**src/vzpc_pkg.sv**
```systemverilog
package vzpc_pkg;

    localparam int EDGE_W    = 13;   // edge and map size width
    localparam int DEG_W     = 5;
    localparam int CTR_W     = 12;
    localparam int FUNC_W    = 3;
    localparam int CALC_W    = 21;   // signed working width, covers zoom-out overshoot
    localparam int CFG_IDX_W = 2;
    localparam int EDGE_MAX  = (1 << EDGE_W) - 1;

    localparam logic [CFG_IDX_W-1:0] REG_MAP_HEIGHT = 2'd0;
    localparam logic [CFG_IDX_W-1:0] REG_MAP_WIDTH  = 2'd1;

    localparam logic [FUNC_W-1:0] FUNC_FULL     = 3'd0;
    localparam logic [FUNC_W-1:0] FUNC_ZOOM_IN  = 3'd1;
    localparam logic [FUNC_W-1:0] FUNC_ZOOM_OUT = 3'd2;
    localparam logic [FUNC_W-1:0] FUNC_VCENTER  = 3'd3;
    localparam logic [FUNC_W-1:0] FUNC_HCENTER  = 3'd4;

    typedef logic signed [CALC_W-1:0] t_calc;
    typedef logic signed [EDGE_W:0]   t_span;
    typedef logic [EDGE_W-1:0]        t_edge;

    typedef enum logic [2:0] {
        S_IDLE,
        S_CMD,
        S_SPAN,
        S_DIV,
        S_APPLY,
        S_FIX,
        S_DONE
    } t_state;

    // Halve, truncating toward zero.
    function automatic t_calc half_tz(t_calc x);
        t_calc adj;
        adj = x + t_calc'(x[CALC_W-1]);
        return adj >>> 1;
    endfunction

    function automatic t_edge sat_edge(t_calc x);
        t_edge res;
        if (x < 0) begin
            res = '0;
        end else if (x > t_calc'(EDGE_MAX)) begin
            res = t_edge'(EDGE_MAX);
        end else begin
            res = x[EDGE_W-1:0];
        end
        return res;
    endfunction

endpackage

```
**src/viewport_zoom_pan_clamp.sv**
```systemverilog
// Viewport zoom/pan/clamp. Keeps a rectangle over a map whose height and width are set
// through the config port (saturated to MAX_MAP_DIM) and runs one command per input beat:
// full view, zoom in, zoom out, vertical or horizontal recentre. Each command yields one
// output beat with the new edges and an in-zoom flag; zoom out and recentre pull the
// rectangle back inside the map axis by axis. One command is worked at a time and
// s_axis_tready is high only between commands; a finished result may wait on the output
// register while the next command is taken. Zoom in works each axis through a span
// step, the serial divider (one quotient bit per cycle, 13 bits, run once per axis)
// and an apply step; zoom out works each axis through a multiply and an apply step,
// then four clamp steps through one shared clamp adder; a recentre sets the new edges
// and runs the clamp steps; full view and unused codes go straight to the output.
// A result is also held back while the previous one still waits on the output register.
module viewport_zoom_pan_clamp
    import vzpc_pkg::*;
#(
    parameter int unsigned MAX_MAP_DIM = 4096
) (
    input  logic                 i_clk,
    input  logic                 i_rst_n,
    // config write
    input  logic                 i_cfg_valid,
    output logic                 o_cfg_ready,
    input  logic [CFG_IDX_W-1:0] i_cfg_index,
    input  logic [EDGE_W-1:0]    i_cfg_data,
    // command
    input  logic                 s_axis_tvalid,
    output logic                 s_axis_tready,
    input  logic [23:0]          s_axis_tdata,   // zoom_degree[4:0], center_coordinate[16:5]
    input  logic [FUNC_W-1:0]    s_axis_tuser,   // func[2:0]
    // result
    output logic                 m_axis_tvalid,
    input  logic                 m_axis_tready,
    output logic [55:0]          m_axis_tdata    // view_top[12:0], view_bottom[25:13],
                                                 // view_left[38:26], view_right[51:39],
                                                 // in_zoom[52]
);

    t_state            r_state, n_state;
    logic [FUNC_W-1:0] r_func, n_func;
    logic [DEG_W-1:0]  r_deg, n_deg;
    logic [CTR_W-1:0]  r_ctr, n_ctr;
    t_calc             r_t, n_t, r_b, n_b, r_l, n_l, r_r, n_r;
    t_calc             r_delta, n_delta;
    logic              r_neg, n_neg;
    logic              r_axis, n_axis;
    logic [1:0]        r_fix, n_fix;
    t_edge             r_top, n_top, r_bot, n_bot, r_left, n_left, r_right, n_right;
    t_edge             r_map_h, n_map_h, r_map_w, n_map_w;
    logic              r_o_valid, n_o_valid;
    logic [55:0]       r_o_data, n_o_data;

    logic              ax;
    t_calc             ax_lo, ax_hi, ax_size;
    t_calc             fx_lo, fx_hi;
    t_span             span;
    t_edge             span_mag;
    t_calc             prod;
    t_calc             quo_s;
    t_calc             half;
    t_calc             v_half, h_half;
    t_calc             ctr_c;
    t_edge             s_top, s_bot, s_left, s_right;
    logic              zoomed;
    logic              div_start, div_busy, div_done;
    t_edge             div_q;
    t_edge             cfg_sat;

    assign o_cfg_ready   = 1'b1;
    assign s_axis_tready = (r_state == S_IDLE);
    assign m_axis_tvalid = r_o_valid;
    assign m_axis_tdata  = r_o_data;

    assign cfg_sat = (32'(i_cfg_data) > MAX_MAP_DIM) ? EDGE_W'(MAX_MAP_DIM) : i_cfg_data;

    // axis picked for the shared span/clamp datapath
    assign ax      = (r_state == S_FIX) ? r_fix[1] : r_axis;
    assign ax_lo   = ax ? r_l : r_t;
    assign ax_hi   = ax ? r_r : r_b;
    assign ax_size = t_calc'({1'b0, (ax ? r_map_w : r_map_h)});

    assign span     = t_span'(ax_hi - ax_lo);
    assign span_mag = span[EDGE_W] ? EDGE_W'(-span) : span[EDGE_W-1:0];
    assign prod     = t_calc'(span) * signed'(CALC_W'({1'b0, r_deg}));
    assign quo_s    = r_neg ? -t_calc'({1'b0, div_q}) : t_calc'({1'b0, div_q});
    assign half     = half_tz(r_delta);
    assign v_half   = half_tz(r_b - r_t);
    assign h_half   = half_tz(r_r - r_l);
    assign ctr_c    = t_calc'({1'b0, r_ctr});

    // shared clamp step: low edge check on even steps, high edge check on odd steps
    always_comb begin
        fx_lo = ax_lo;
        fx_hi = ax_hi;
        if (!r_fix[0]) begin
            if (ax_lo < 0) begin
                fx_lo = '0;
                fx_hi = (ax_hi - ax_lo < ax_size) ? ax_hi - ax_lo : ax_size;
            end
        end else begin
            if (ax_hi > ax_size) begin
                fx_hi = ax_size;
                fx_lo = (ax_lo - (ax_hi - ax_size) > 0) ? ax_lo - (ax_hi - ax_size) : '0;
            end
        end
    end

    assign s_top   = sat_edge(r_t);
    assign s_bot   = sat_edge(r_b);
    assign s_left  = sat_edge(r_l);
    assign s_right = sat_edge(r_r);
    assign zoomed  = (s_top != '0) || (s_bot < r_map_h) ||
                     (s_left != '0) || (s_right < r_map_w);

    vzpc_div u_div (
        .i_clk      (i_clk),
        .i_rst_n    (i_rst_n),
        .i_start    (div_start),
        .i_dividend (span_mag),
        .i_divisor  (r_deg),
        .o_busy     (div_busy),
        .o_done     (div_done),
        .o_quotient (div_q)
    );

    always_comb begin
        n_state   = r_state;
        n_func    = r_func;
        n_deg     = r_deg;
        n_ctr     = r_ctr;
        n_t       = r_t;
        n_b       = r_b;
        n_l       = r_l;
        n_r       = r_r;
        n_delta   = r_delta;
        n_neg     = r_neg;
        n_axis    = r_axis;
        n_fix     = r_fix;
        n_top     = r_top;
        n_bot     = r_bot;
        n_left    = r_left;
        n_right   = r_right;
        n_map_h   = r_map_h;
        n_map_w   = r_map_w;
        n_o_valid = r_o_valid;
        n_o_data  = r_o_data;
        div_start = 1'b0;

        if (i_cfg_valid) begin
            case (i_cfg_index)
                REG_MAP_HEIGHT: n_map_h = cfg_sat;
                REG_MAP_WIDTH:  n_map_w = cfg_sat;
                default: ;
            endcase
        end

        if (r_o_valid && m_axis_tready) begin
            n_o_valid = 1'b0;
        end

        case (r_state)
            S_IDLE: begin
                if (s_axis_tvalid) begin
                    n_func  = s_axis_tuser;
                    n_deg   = (s_axis_tdata[4:0] == '0) ? DEG_W'(1) : s_axis_tdata[4:0];
                    n_ctr   = s_axis_tdata[16:5];
                    n_t     = t_calc'({1'b0, r_top});
                    n_b     = t_calc'({1'b0, r_bot});
                    n_l     = t_calc'({1'b0, r_left});
                    n_r     = t_calc'({1'b0, r_right});
                    n_state = S_CMD;
                end
            end
            S_CMD: begin
                n_axis = 1'b0;
                n_fix  = '0;
                case (r_func)
                    FUNC_FULL: begin
                        n_t     = '0;
                        n_b     = t_calc'({1'b0, r_map_h});
                        n_l     = '0;
                        n_r     = t_calc'({1'b0, r_map_w});
                        n_state = S_DONE;
                    end
                    FUNC_ZOOM_IN, FUNC_ZOOM_OUT: begin
                        n_state = S_SPAN;
                    end
                    FUNC_VCENTER: begin
                        n_t     = ctr_c - v_half;
                        n_b     = ctr_c + v_half;
                        n_state = S_FIX;
                    end
                    FUNC_HCENTER: begin
                        n_l     = ctr_c - h_half;
                        n_r     = ctr_c + h_half;
                        n_state = S_FIX;
                    end
                    default: begin
                        n_state = S_DONE;
                    end
                endcase
            end
            S_SPAN: begin
                if (r_func == FUNC_ZOOM_IN) begin
                    div_start = 1'b1;
                    n_neg     = span[EDGE_W];
                    n_state   = S_DIV;
                end else begin
                    n_delta = prod;
                    n_state = S_APPLY;
                end
            end
            S_DIV: begin
                if (div_done) begin
                    n_delta = quo_s;
                    n_state = S_APPLY;
                end
            end
            S_APPLY: begin
                if (r_func == FUNC_ZOOM_IN) begin
                    if (r_axis) begin
                        n_l = r_l + half;
                        n_r = r_r - half;
                    end else begin
                        n_t = r_t + half;
                        n_b = r_b - half;
                    end
                end else begin
                    if (r_axis) begin
                        n_l = r_l - half;
                        n_r = r_r + half;
                    end else begin
                        n_t = r_t - half;
                        n_b = r_b + half;
                    end
                end
                if (!r_axis) begin
                    n_axis  = 1'b1;
                    n_state = S_SPAN;
                end else if (r_func == FUNC_ZOOM_OUT) begin
                    n_state = S_FIX;
                end else begin
                    n_state = S_DONE;
                end
            end
            S_FIX: begin
                if (r_fix[1]) begin
                    n_l = fx_lo;
                    n_r = fx_hi;
                end else begin
                    n_t = fx_lo;
                    n_b = fx_hi;
                end
                n_fix = r_fix + 1'b1;
                if (r_fix == 2'd3) begin
                    n_state = S_DONE;
                end
            end
            S_DONE: begin
                // hold here while the previous result is still waiting
                if (!r_o_valid || m_axis_tready) begin
                    n_top     = s_top;
                    n_bot     = s_bot;
                    n_left    = s_left;
                    n_right   = s_right;
                    n_o_valid = 1'b1;
                    n_o_data  = {3'b000, zoomed, s_right, s_left, s_bot, s_top};
                    n_state   = S_IDLE;
                end
            end
            default: begin
                n_state = S_IDLE;
            end
        endcase
    end

    always_ff @(posedge i_clk) begin
        if (!i_rst_n) begin
            r_state   <= S_IDLE;
            r_top     <= '0;
            r_bot     <= '0;
            r_left    <= '0;
            r_right   <= '0;
            r_map_h   <= EDGE_W'(1024);
            r_map_w   <= EDGE_W'(1024);
            r_o_valid <= 1'b0;
            r_axis    <= 1'b0;
            r_fix     <= '0;
        end else begin
            r_state   <= n_state;
            r_top     <= n_top;
            r_bot     <= n_bot;
            r_left    <= n_left;
            r_right   <= n_right;
            r_map_h   <= n_map_h;
            r_map_w   <= n_map_w;
            r_o_valid <= n_o_valid;
            r_axis    <= n_axis;
            r_fix     <= n_fix;
        end
        r_func   <= n_func;
        r_deg    <= n_deg;
        r_ctr    <= n_ctr;
        r_t      <= n_t;
        r_b      <= n_b;
        r_l      <= n_l;
        r_r      <= n_r;
        r_delta  <= n_delta;
        r_neg    <= n_neg;
        r_o_data <= n_o_data;
    end

`ifndef SYNTHESIS
    a_div_only_in_div: assert property (@(posedge i_clk) disable iff (!i_rst_n)
        div_busy |-> (r_state == S_DIV))
        else $error("divider running outside the divide state");

    a_full_view_edges: assert property (@(posedge i_clk) disable iff (!i_rst_n)
        (r_o_valid && !r_o_data[52]) |-> (r_o_data[12:0] == '0 && r_o_data[38:26] == '0))
        else $error("in_zoom clear with a nonzero top or left edge");

    a_accept_leaves_idle: assert property (@(posedge i_clk) disable iff (!i_rst_n)
        (s_axis_tvalid && s_axis_tready) |=> (r_state == S_CMD))
        else $error("accepted command did not start");
`endif

endmodule

```
**src/vzpc_div.sv**
```systemverilog
module vzpc_div
    import vzpc_pkg::*;
(
    input  logic             i_clk,
    input  logic             i_rst_n,
    input  logic             i_start,
    input  logic [EDGE_W-1:0] i_dividend,
    input  logic [DEG_W-1:0]  i_divisor,
    output logic             o_busy,
    output logic             o_done,
    output logic [EDGE_W-1:0] o_quotient
);

    localparam int CNT_W = $clog2(EDGE_W);

    logic             r_busy, n_busy;
    logic             r_done, n_done;
    logic [CNT_W-1:0] r_cnt, n_cnt;
    logic [DEG_W-1:0] r_rem, n_rem;
    logic [EDGE_W-1:0] r_quo, n_quo;
    logic [DEG_W-1:0] r_dvs, n_dvs;
    logic [DEG_W:0]   trial;

    // restoring division, one quotient bit per cycle, MSB first
    assign trial = {r_rem, r_quo[EDGE_W-1]};

    always_comb begin
        n_busy = r_busy;
        n_done = 1'b0;
        n_cnt  = r_cnt;
        n_rem  = r_rem;
        n_quo  = r_quo;
        n_dvs  = r_dvs;
        if (i_start) begin
            n_busy = 1'b1;
            n_cnt  = '0;
            n_rem  = '0;
            n_quo  = i_dividend;
            n_dvs  = i_divisor;
        end else if (r_busy) begin
            if (trial >= {1'b0, r_dvs}) begin
                n_rem = DEG_W'(trial - {1'b0, r_dvs});
                n_quo = {r_quo[EDGE_W-2:0], 1'b1};
            end else begin
                n_rem = trial[DEG_W-1:0];
                n_quo = {r_quo[EDGE_W-2:0], 1'b0};
            end
            n_cnt = r_cnt + 1'b1;
            if (r_cnt == CNT_W'(EDGE_W - 1)) begin
                n_busy = 1'b0;
                n_done = 1'b1;
            end
        end
    end

    always_ff @(posedge i_clk) begin
        if (!i_rst_n) begin
            r_busy <= 1'b0;
            r_done <= 1'b0;
            r_cnt  <= '0;
        end else begin
            r_busy <= n_busy;
            r_done <= n_done;
            r_cnt  <= n_cnt;
        end
        r_rem <= n_rem;
        r_quo <= n_quo;
        r_dvs <= n_dvs;
    end

    assign o_busy     = r_busy;
    assign o_done     = r_done;
    assign o_quotient = r_quo;

endmodule
```
**config.mk**
```make
export PLATFORM = sky130hd
export DESIGN_NAME = viewport_zoom_pan_clamp
export DESIGN_NICKNAME = d
export VERILOG_FILES = /design/src/vzpc_pkg.sv /design/src/viewport_zoom_pan_clamp.sv /design/src/vzpc_div.sv
export SDC_FILE = /design/constraint.sdc
export NUM_CORES = 2
export LEC_CHECK = 0
export BUFFER_PORTS_ARGS = -buffer_cell sky130_fd_sc_hd__buf_4
export CORE_ASPECT_RATIO = 1.1
export CORE_MARGIN = 5
export CORE_UTILIZATION = 50
export CTS_CLUSTER_SIZE = 16
export DETAILED_ROUTE_END_ITERATION = 8
export PLACE_DENSITY = 0.66
export SYNTH_ARGS = -nofsm -noshare
export SYNTH_HDL_FRONTEND = slang
export SYNTH_SLANG_ARGS = --single-unit
```
**constraint.sdc**
```tcl
create_clock -name i_clk -period 23.3 [get_ports i_clk]
set_clock_uncertainty 0.05 [all_clocks]
set_input_delay 2.33 -clock i_clk [delete_from_list [all_inputs] [get_ports i_clk]]
set_output_delay 2.33 -clock i_clk [all_outputs]
set_load 0.005 [all_outputs]
```
# Word level (Yosys, flattened, before mapping)
# Index checks and enable logic that the tools add are counted.
# W data, S select, Z words.
dict set report totals {
  register_bits 293
  out_inout_bits 59
  word_cells 204
}
dict set report op_classes {
  add_sub_neg 27
  mul 1
  n_lt_le_gt_ge 16
  n_eq_ne 24
  n_mux 78
  n_bitwise 2
  n_reduce_logical 30
}
# op n
set op_table {}
lappend op_table {{$mux W21} 33}
lappend op_table {{$pmux W21 S4} 4}
lappend op_table {{$pmux W21 S2} 5}
lappend op_table {{$mux W13} 13}
lappend op_table {{$lt A21 B1 Y1 const B} 5}
lappend op_table {{$add A21 B20 Y21} 4}
lappend op_table {{$gt A21 B14 Y1 const B} 4}
lappend op_table {{$sub A21 B20 Y21} 4}
lappend op_table {{$sub A21 B21 Y21} 4}
lappend op_table {{$add A21 B1 Y21} 3}
lappend op_table {{$add A13 B20 Y21} 2}
lappend op_table {{$sub A13 B20 Y21} 2}
lappend op_table {{$lt A13 B13 Y1} 2}
lappend op_table {{$reduce_bool A13 Y1} 2}
lappend op_table {{$gt A23 B1 Y1 const B} 1}
lappend op_table {{$sub A21 B22 Y23} 1}
lappend op_table {{$sub A21 B14 Y22} 1}
lappend op_table {{$gt A21 B14 Y1} 1}
lappend op_table {{$lt A21 B14 Y1} 1}
lappend op_table {{$neg A13 Y21} 1}
lappend op_table {{$pmux W3 S7} 1}
lappend op_table {{$sub A21 B13 Y21} 1}
lappend op_table {{$mul A14 B6 Y20} 1}
lappend op_table {{$mux W3} 6}
lappend op_table {{36 further kinds} 76}

# Logic depth before layout (Yosys ltp)
dict set report depth {
  depth_word 11
  mapped_depth 36
  depth_no_buf 32
}

# Modules after synthesis
# Synthesis repeated with hierarchy kept, for this count alone.
dict set report unflattened {
  cells_unflattened 4002
  area_unflattened_um2 32766.4
}
# mod instances cells_per_inst area_each_um2 seq_area_each_um2
set modules_own_cells {}
lappend modules_own_cells {viewport_zoom_pan_clamp 1 3881 31330.0 7076.8}
lappend modules_own_cells {vzpc_div 1 121 1436.4 760.7}

# Worst setup path after synthesis
# OpenSTA, ideal clock, no wires.
dict set report synth_timing {
  path_kind {register to register}
  startpoint {register r_state[0]}
  endpoint {register r_delta[19] (data pin)}
  setup_time_ps 285
  arrival_time_ps 8497
  t_required_ps 22965
  path_slack_ps 14468
  stages_incl_launch_ff 35
  path_cell_list {dfxtp_1 > clkbuf_1 > nand3b_1 > mux2i_1 > clkbuf_1 > clkbuf_1 > buf_1 > buf_1 > mux2_2 > ha_1 > nor2b_1 > o21ai_0 > a21boi_0 > o21ai_0 > a21boi_1 > nor2_1 > and2_1 > fa_1 > inv_1 > fa_1 > fa_1 > inv_1 > ha_1 > a21o_1 > a21oi_1 > o21bai_1 > a21oi_1 > o21bai_1 > a21oi_1 > o21bai_1 > a2111oi_0 > o311ai_0 > a21oi_1 > xnor2_1 > o21ai_0}
}
dict set report synth_via {
  elab_chain_len 7
  word_cells_on_any_way 10
  cone_classes {add/sub (1); mul (1); eq/ne (3); mux (5)}
}
# item line_no
set synth_rtl {}
lappend synth_rtl {{from (decl)} viewport_zoom_pan_clamp.sv:38} ;# t_state r_state, n_state;
lappend synth_rtl {{from (signal assigned)} viewport_zoom_pan_clamp.sv:289} ;# r_state <= n_state;
lappend synth_rtl {{$eq A3 B3 Y1} viewport_zoom_pan_clamp.sv:76} ;# assign ax = (r_state == S_FIX) ? r_fix[1] : r_axis;
lappend synth_rtl {{$mux W1} viewport_zoom_pan_clamp.sv:76}
lappend synth_rtl {{$mux W21, on equally long branches} {viewport_zoom_pan_clamp.sv:78, viewport_zoom_pan_clamp.sv:77}}
lappend synth_rtl {{$sub A21 B21 Y21} n/a}
lappend synth_rtl {{$mul A14 B6 Y20} viewport_zoom_pan_clamp.sv:83} ;# assign prod = t_calc'(span) * signed'(CALC_W'({1'b0, r_deg}));
lappend synth_rtl {{$mux W21} viewport_zoom_pan_clamp.sv:203} ;# if (r_func == FUNC_ZOOM_IN) begin
lappend synth_rtl {{$pmux W21 S2 *} viewport_zoom_pan_clamp.sv:160} ;# case (r_state)
lappend synth_rtl {{net n_delta[19]} viewport_zoom_pan_clamp.sv:43} ;# t_calc r_delta, n_delta;
lappend synth_rtl {{to (signal assigned)} viewport_zoom_pan_clamp.sv:307} ;# r_delta <= n_delta;
lappend synth_rtl {{to (decl)} viewport_zoom_pan_clamp.sv:43}
# Mark *: on every way through the listed nets, which the timed path passes. The rest lies on a longest branch. The select of a mux whose other input is x is not followed.
# A chain may end at the register's enable or synchronous reset.

# Worst setup path in the final report
dict set report layout_timing {
  startpoint {register r_state[1]}
  endpoint {register r_delta[19] (data pin)}
}
# The elaborated chain is that of the path after synthesis.

==> impl_metrics.yaml <==
clocking:
  clockBufferDepth: 3
  post_cts_buffers: 0
  clockRootBuffer: "clkbuf_16"
  clock_latency_ns: 0.58
  tritoncts: "yes"
  postCtsHoldBufs: 0
  htreeDepth: 2
  clock-sinks: 293
  cts_buffers: 38
  cts_resized: 0
  path_clk_slew_ns: 0.06
layout:
  antenna_cells: 0
  drive_gt1_share_pct: 7.81
  final_nets: 4681
  area_delta_synth_final_pct: 8.86
  final_cells: 5091
sta:
  clock.fmax_ghz: 0.104
  max-slew-margin-rel_pct: 14.6
  hold_viol_final: 0
  finalSetupTns_ns: 0
  slew_viol_final: 0
  post-route-min-period_ns: 9.65
  fin_crit_sh_pct: 41.4
  setup_slack_ns: 13.65
  setup_violations: 0
  worst_slew_pin_slew_ns: 1.28
  rsz0062_at_grt: "false"
critical_path:
  slowest_stage: "a2111oi_0"
  critPathMaxStageDelay_ns: 0.81
  path_max_fanout: 40
  crit_arrival_ns: 9.87
  worst_setup_path_end_kind: "register"
  path_common_cell: "a21oi_1"
  crit_type: "reg2reg"
  cp.required_ns: 23.51
  critPathLaunchType: "register"
route:
  antenna_left: 0
  wl_per_cell_um: 23.5
  routed_wl_mm: 120
  drtPass1Iterations: 6
  vias: 32100
  drcViolationCount: 0
  drt-vias-per-instance: 6.30
  drt_iter0_drc: 2995
yosys:
  avgSynthCellArea_um2: 8.12
  netlist_instances: 4158
  synthAdderAreaFrac_pct: 17.8
  ys.flop_type: "edfxtp_1"
  netlist_top_cells_count: "380 x inv_1, 368 x ha_1, 367 x nand2_1"
  synth-compound-area-share_pct: 25.4
  ys_types: 123
  synth_xor_area_share_pct: 7.19
  synth_area_leader_cell: "edfxtp_1"
  synth_edf_count: 197
  yosys.area_share.simple_pct: 18.8
  synth_area_mm2: 0.0338
  yosys-top-cells-area: "edfxtp_1 18%, ha_1 14%, dfxtp_1 5.7%, a21oi_1 4.7%, xnor2_1 4.6%"
  ys_ff_latch: 293
  yosysSeqAreaShare_pct: 23.2
  yosys_warnings: 0
  synth_top_area_share_pct: 17.5
  yosysMostFrequentCell: "inv_1"
  async_reset_ff_share_pct: 0
  synth_top_family_by_area: "compound AO/OA/AOI/OAI gates"
  synth_mux_area_share_pct: 1.30
global_routing:
  antenna_found_initial: 2
  first_global_vias: 31000
  grt_pass1_wl_mm: 180
  grt_overflow: 0
  grt_usage_pct: 31.6
  grt_max_degree: 88
placement:
  dp_cells: 5022
  post-place-ws_ns: 13.74
  port_buffers: 94
  dp_hpwl_mm: 96.2
  globalplace.congestion: 0.995
status:
  status: "complete, no violations"
hold_path:
  hold_class: "reg2reg"
floorplan:
  rows: 100
  die-area_mm2: 0.0729
  start_util_pct: 50.2
  die_h_um: 283
  die_w_um: 258
  core_mm2: 0.0673
  ios: 106
run:
  maxCapViolations: 0
-- area by class of cell --
| class | count | area [µm²] |
|---|---|---|
| clock buffer | 48 | 1030 |
| clock inverter | 21 | 236 |
| fill | 6490 | 30500 |
| inverter | 384 | 1440 |
| multi-input combinational | 3319 | 23900 |
| sequential | 293 | 7840 |
| tap | 867 | 1080 |
| timing repair buffer | 159 | 1190 |
-- path summary, 6_finish.rpt --
path,start,endpoint,slack [ns],depth (start not counted)
setup / recovery,r_state[1],r_delta[19],13.65,33
setup reg to reg,r_state[1],r_delta[19],13.65,33
hold / removal,r_right[6],r_right[6],0.42,2
hold reg to reg,r_right[6],r_right[6],0.42,2
-- kinds of logic (layout without fill, tap and decap cells) --
logic type,Yosys count,after routing
xor+xnor,271,271
simple gates,1280,1280
compound gates,1283,1283
buf+inv,548,612
other cells,2,4
mux,42,42
fa+ha+maj,439,439
flops,293,293
-- critical path, delay by kind of cell, from the launching register on --
| kind | cells | cell delay, ns |
|---|---|---|
| xor gates and xnor gates | 2 | 0.66 |
| AOI/OAI and AO/OA | 15 | 4.04 |
| muxes | 1 | 0.29 |
| and+or+nand+nor | 4 | 0.42 |
| adders and majority gates | 5 | 2.16 |
| buffers and inverters | 6 | 1.35 |
| DFF | 1 | 0.31 |
-- metal layers --
| layer | vias to the layer above | global-route usage [%] | routed length, µm |
|---|---|---|---|
| met1 | 15200 | 39.2 | 46900 |
| li1 | 15100 | - | - |
| met2 | 1386 | 53.6 | 55200 |
| met5 | - | 0 | 0 |
| met4 | 0 | 16.0 | 7130 |
| met3 | 314 | 5.38 | 10600 |
-- sequential cells by signal, summed over array words and instances (netlist names), 3 cells and up --
signal            cells
r_func                3
r_r                  21
r_map_w              13
u_div.r_cnt           4
m_axis_tdata         53
r_left               13
r_top                13
u_div.r_rem           5
r_ctr                12
r_state               3
u_div.o_quotient     13
r_b                  21
u_div.r_dvs           5
r_deg                 5
r_l                  21
r_right              13
r_map_h              13
r_delta              21
r_bot                13
r_t                  21
-- through the flow --
| stage | util [%] | area, µm² | hold WS [ns] |
|---|---|---|---|
| floorplan | - | 33800 | 0.393 |
| global placement | 52.7 | 35500 | 0.403 |
| detailed placement | 52.7 | 35500 | 0.409 |
| CTS | 54.6 | 36800 | 0.418 |
| global route | 54.6 | 36800 | 0.436 |
| finish | 54.6 | 36800 | 0.419 |
-- layout by cell type (no fill, tap or decap), types with 15 or more instances in the layout --
master and n:
nand2b_1 55, mux2_2 15, a21o_1 70, or3_1 28, dfxtp_1 96, mux2i_1 26
buf_4 159, a22oi_1 24, xor2_1 88, o21a_1 41, nand4_1 34, a21boi_0 88
ha_1 368, and2_1 82, o21bai_1 41, a31oi_1 56, nor4_1 28, a211oi_1 56
edfxtp_1 197, fa_1 71, and3_1 42, a21oi_1 312, or4_1 23, nor2_1 313
o21ai_1 21, nand2_1 367, o31ai_1 37, o22a_1 26, o311ai_0 15, nand3_1 70
o21ai_0 220, or2_2 16, inv_1 380, a211o_1 18, clkbuf_16 38, nor2b_1 55
o211ai_1 41, xnor2_1 177, o22ai_1 35, nor3_1 79
Power is not shown: default switching activity piles up to over one toggle a cycle in this logic, so the estimate is an artifact.
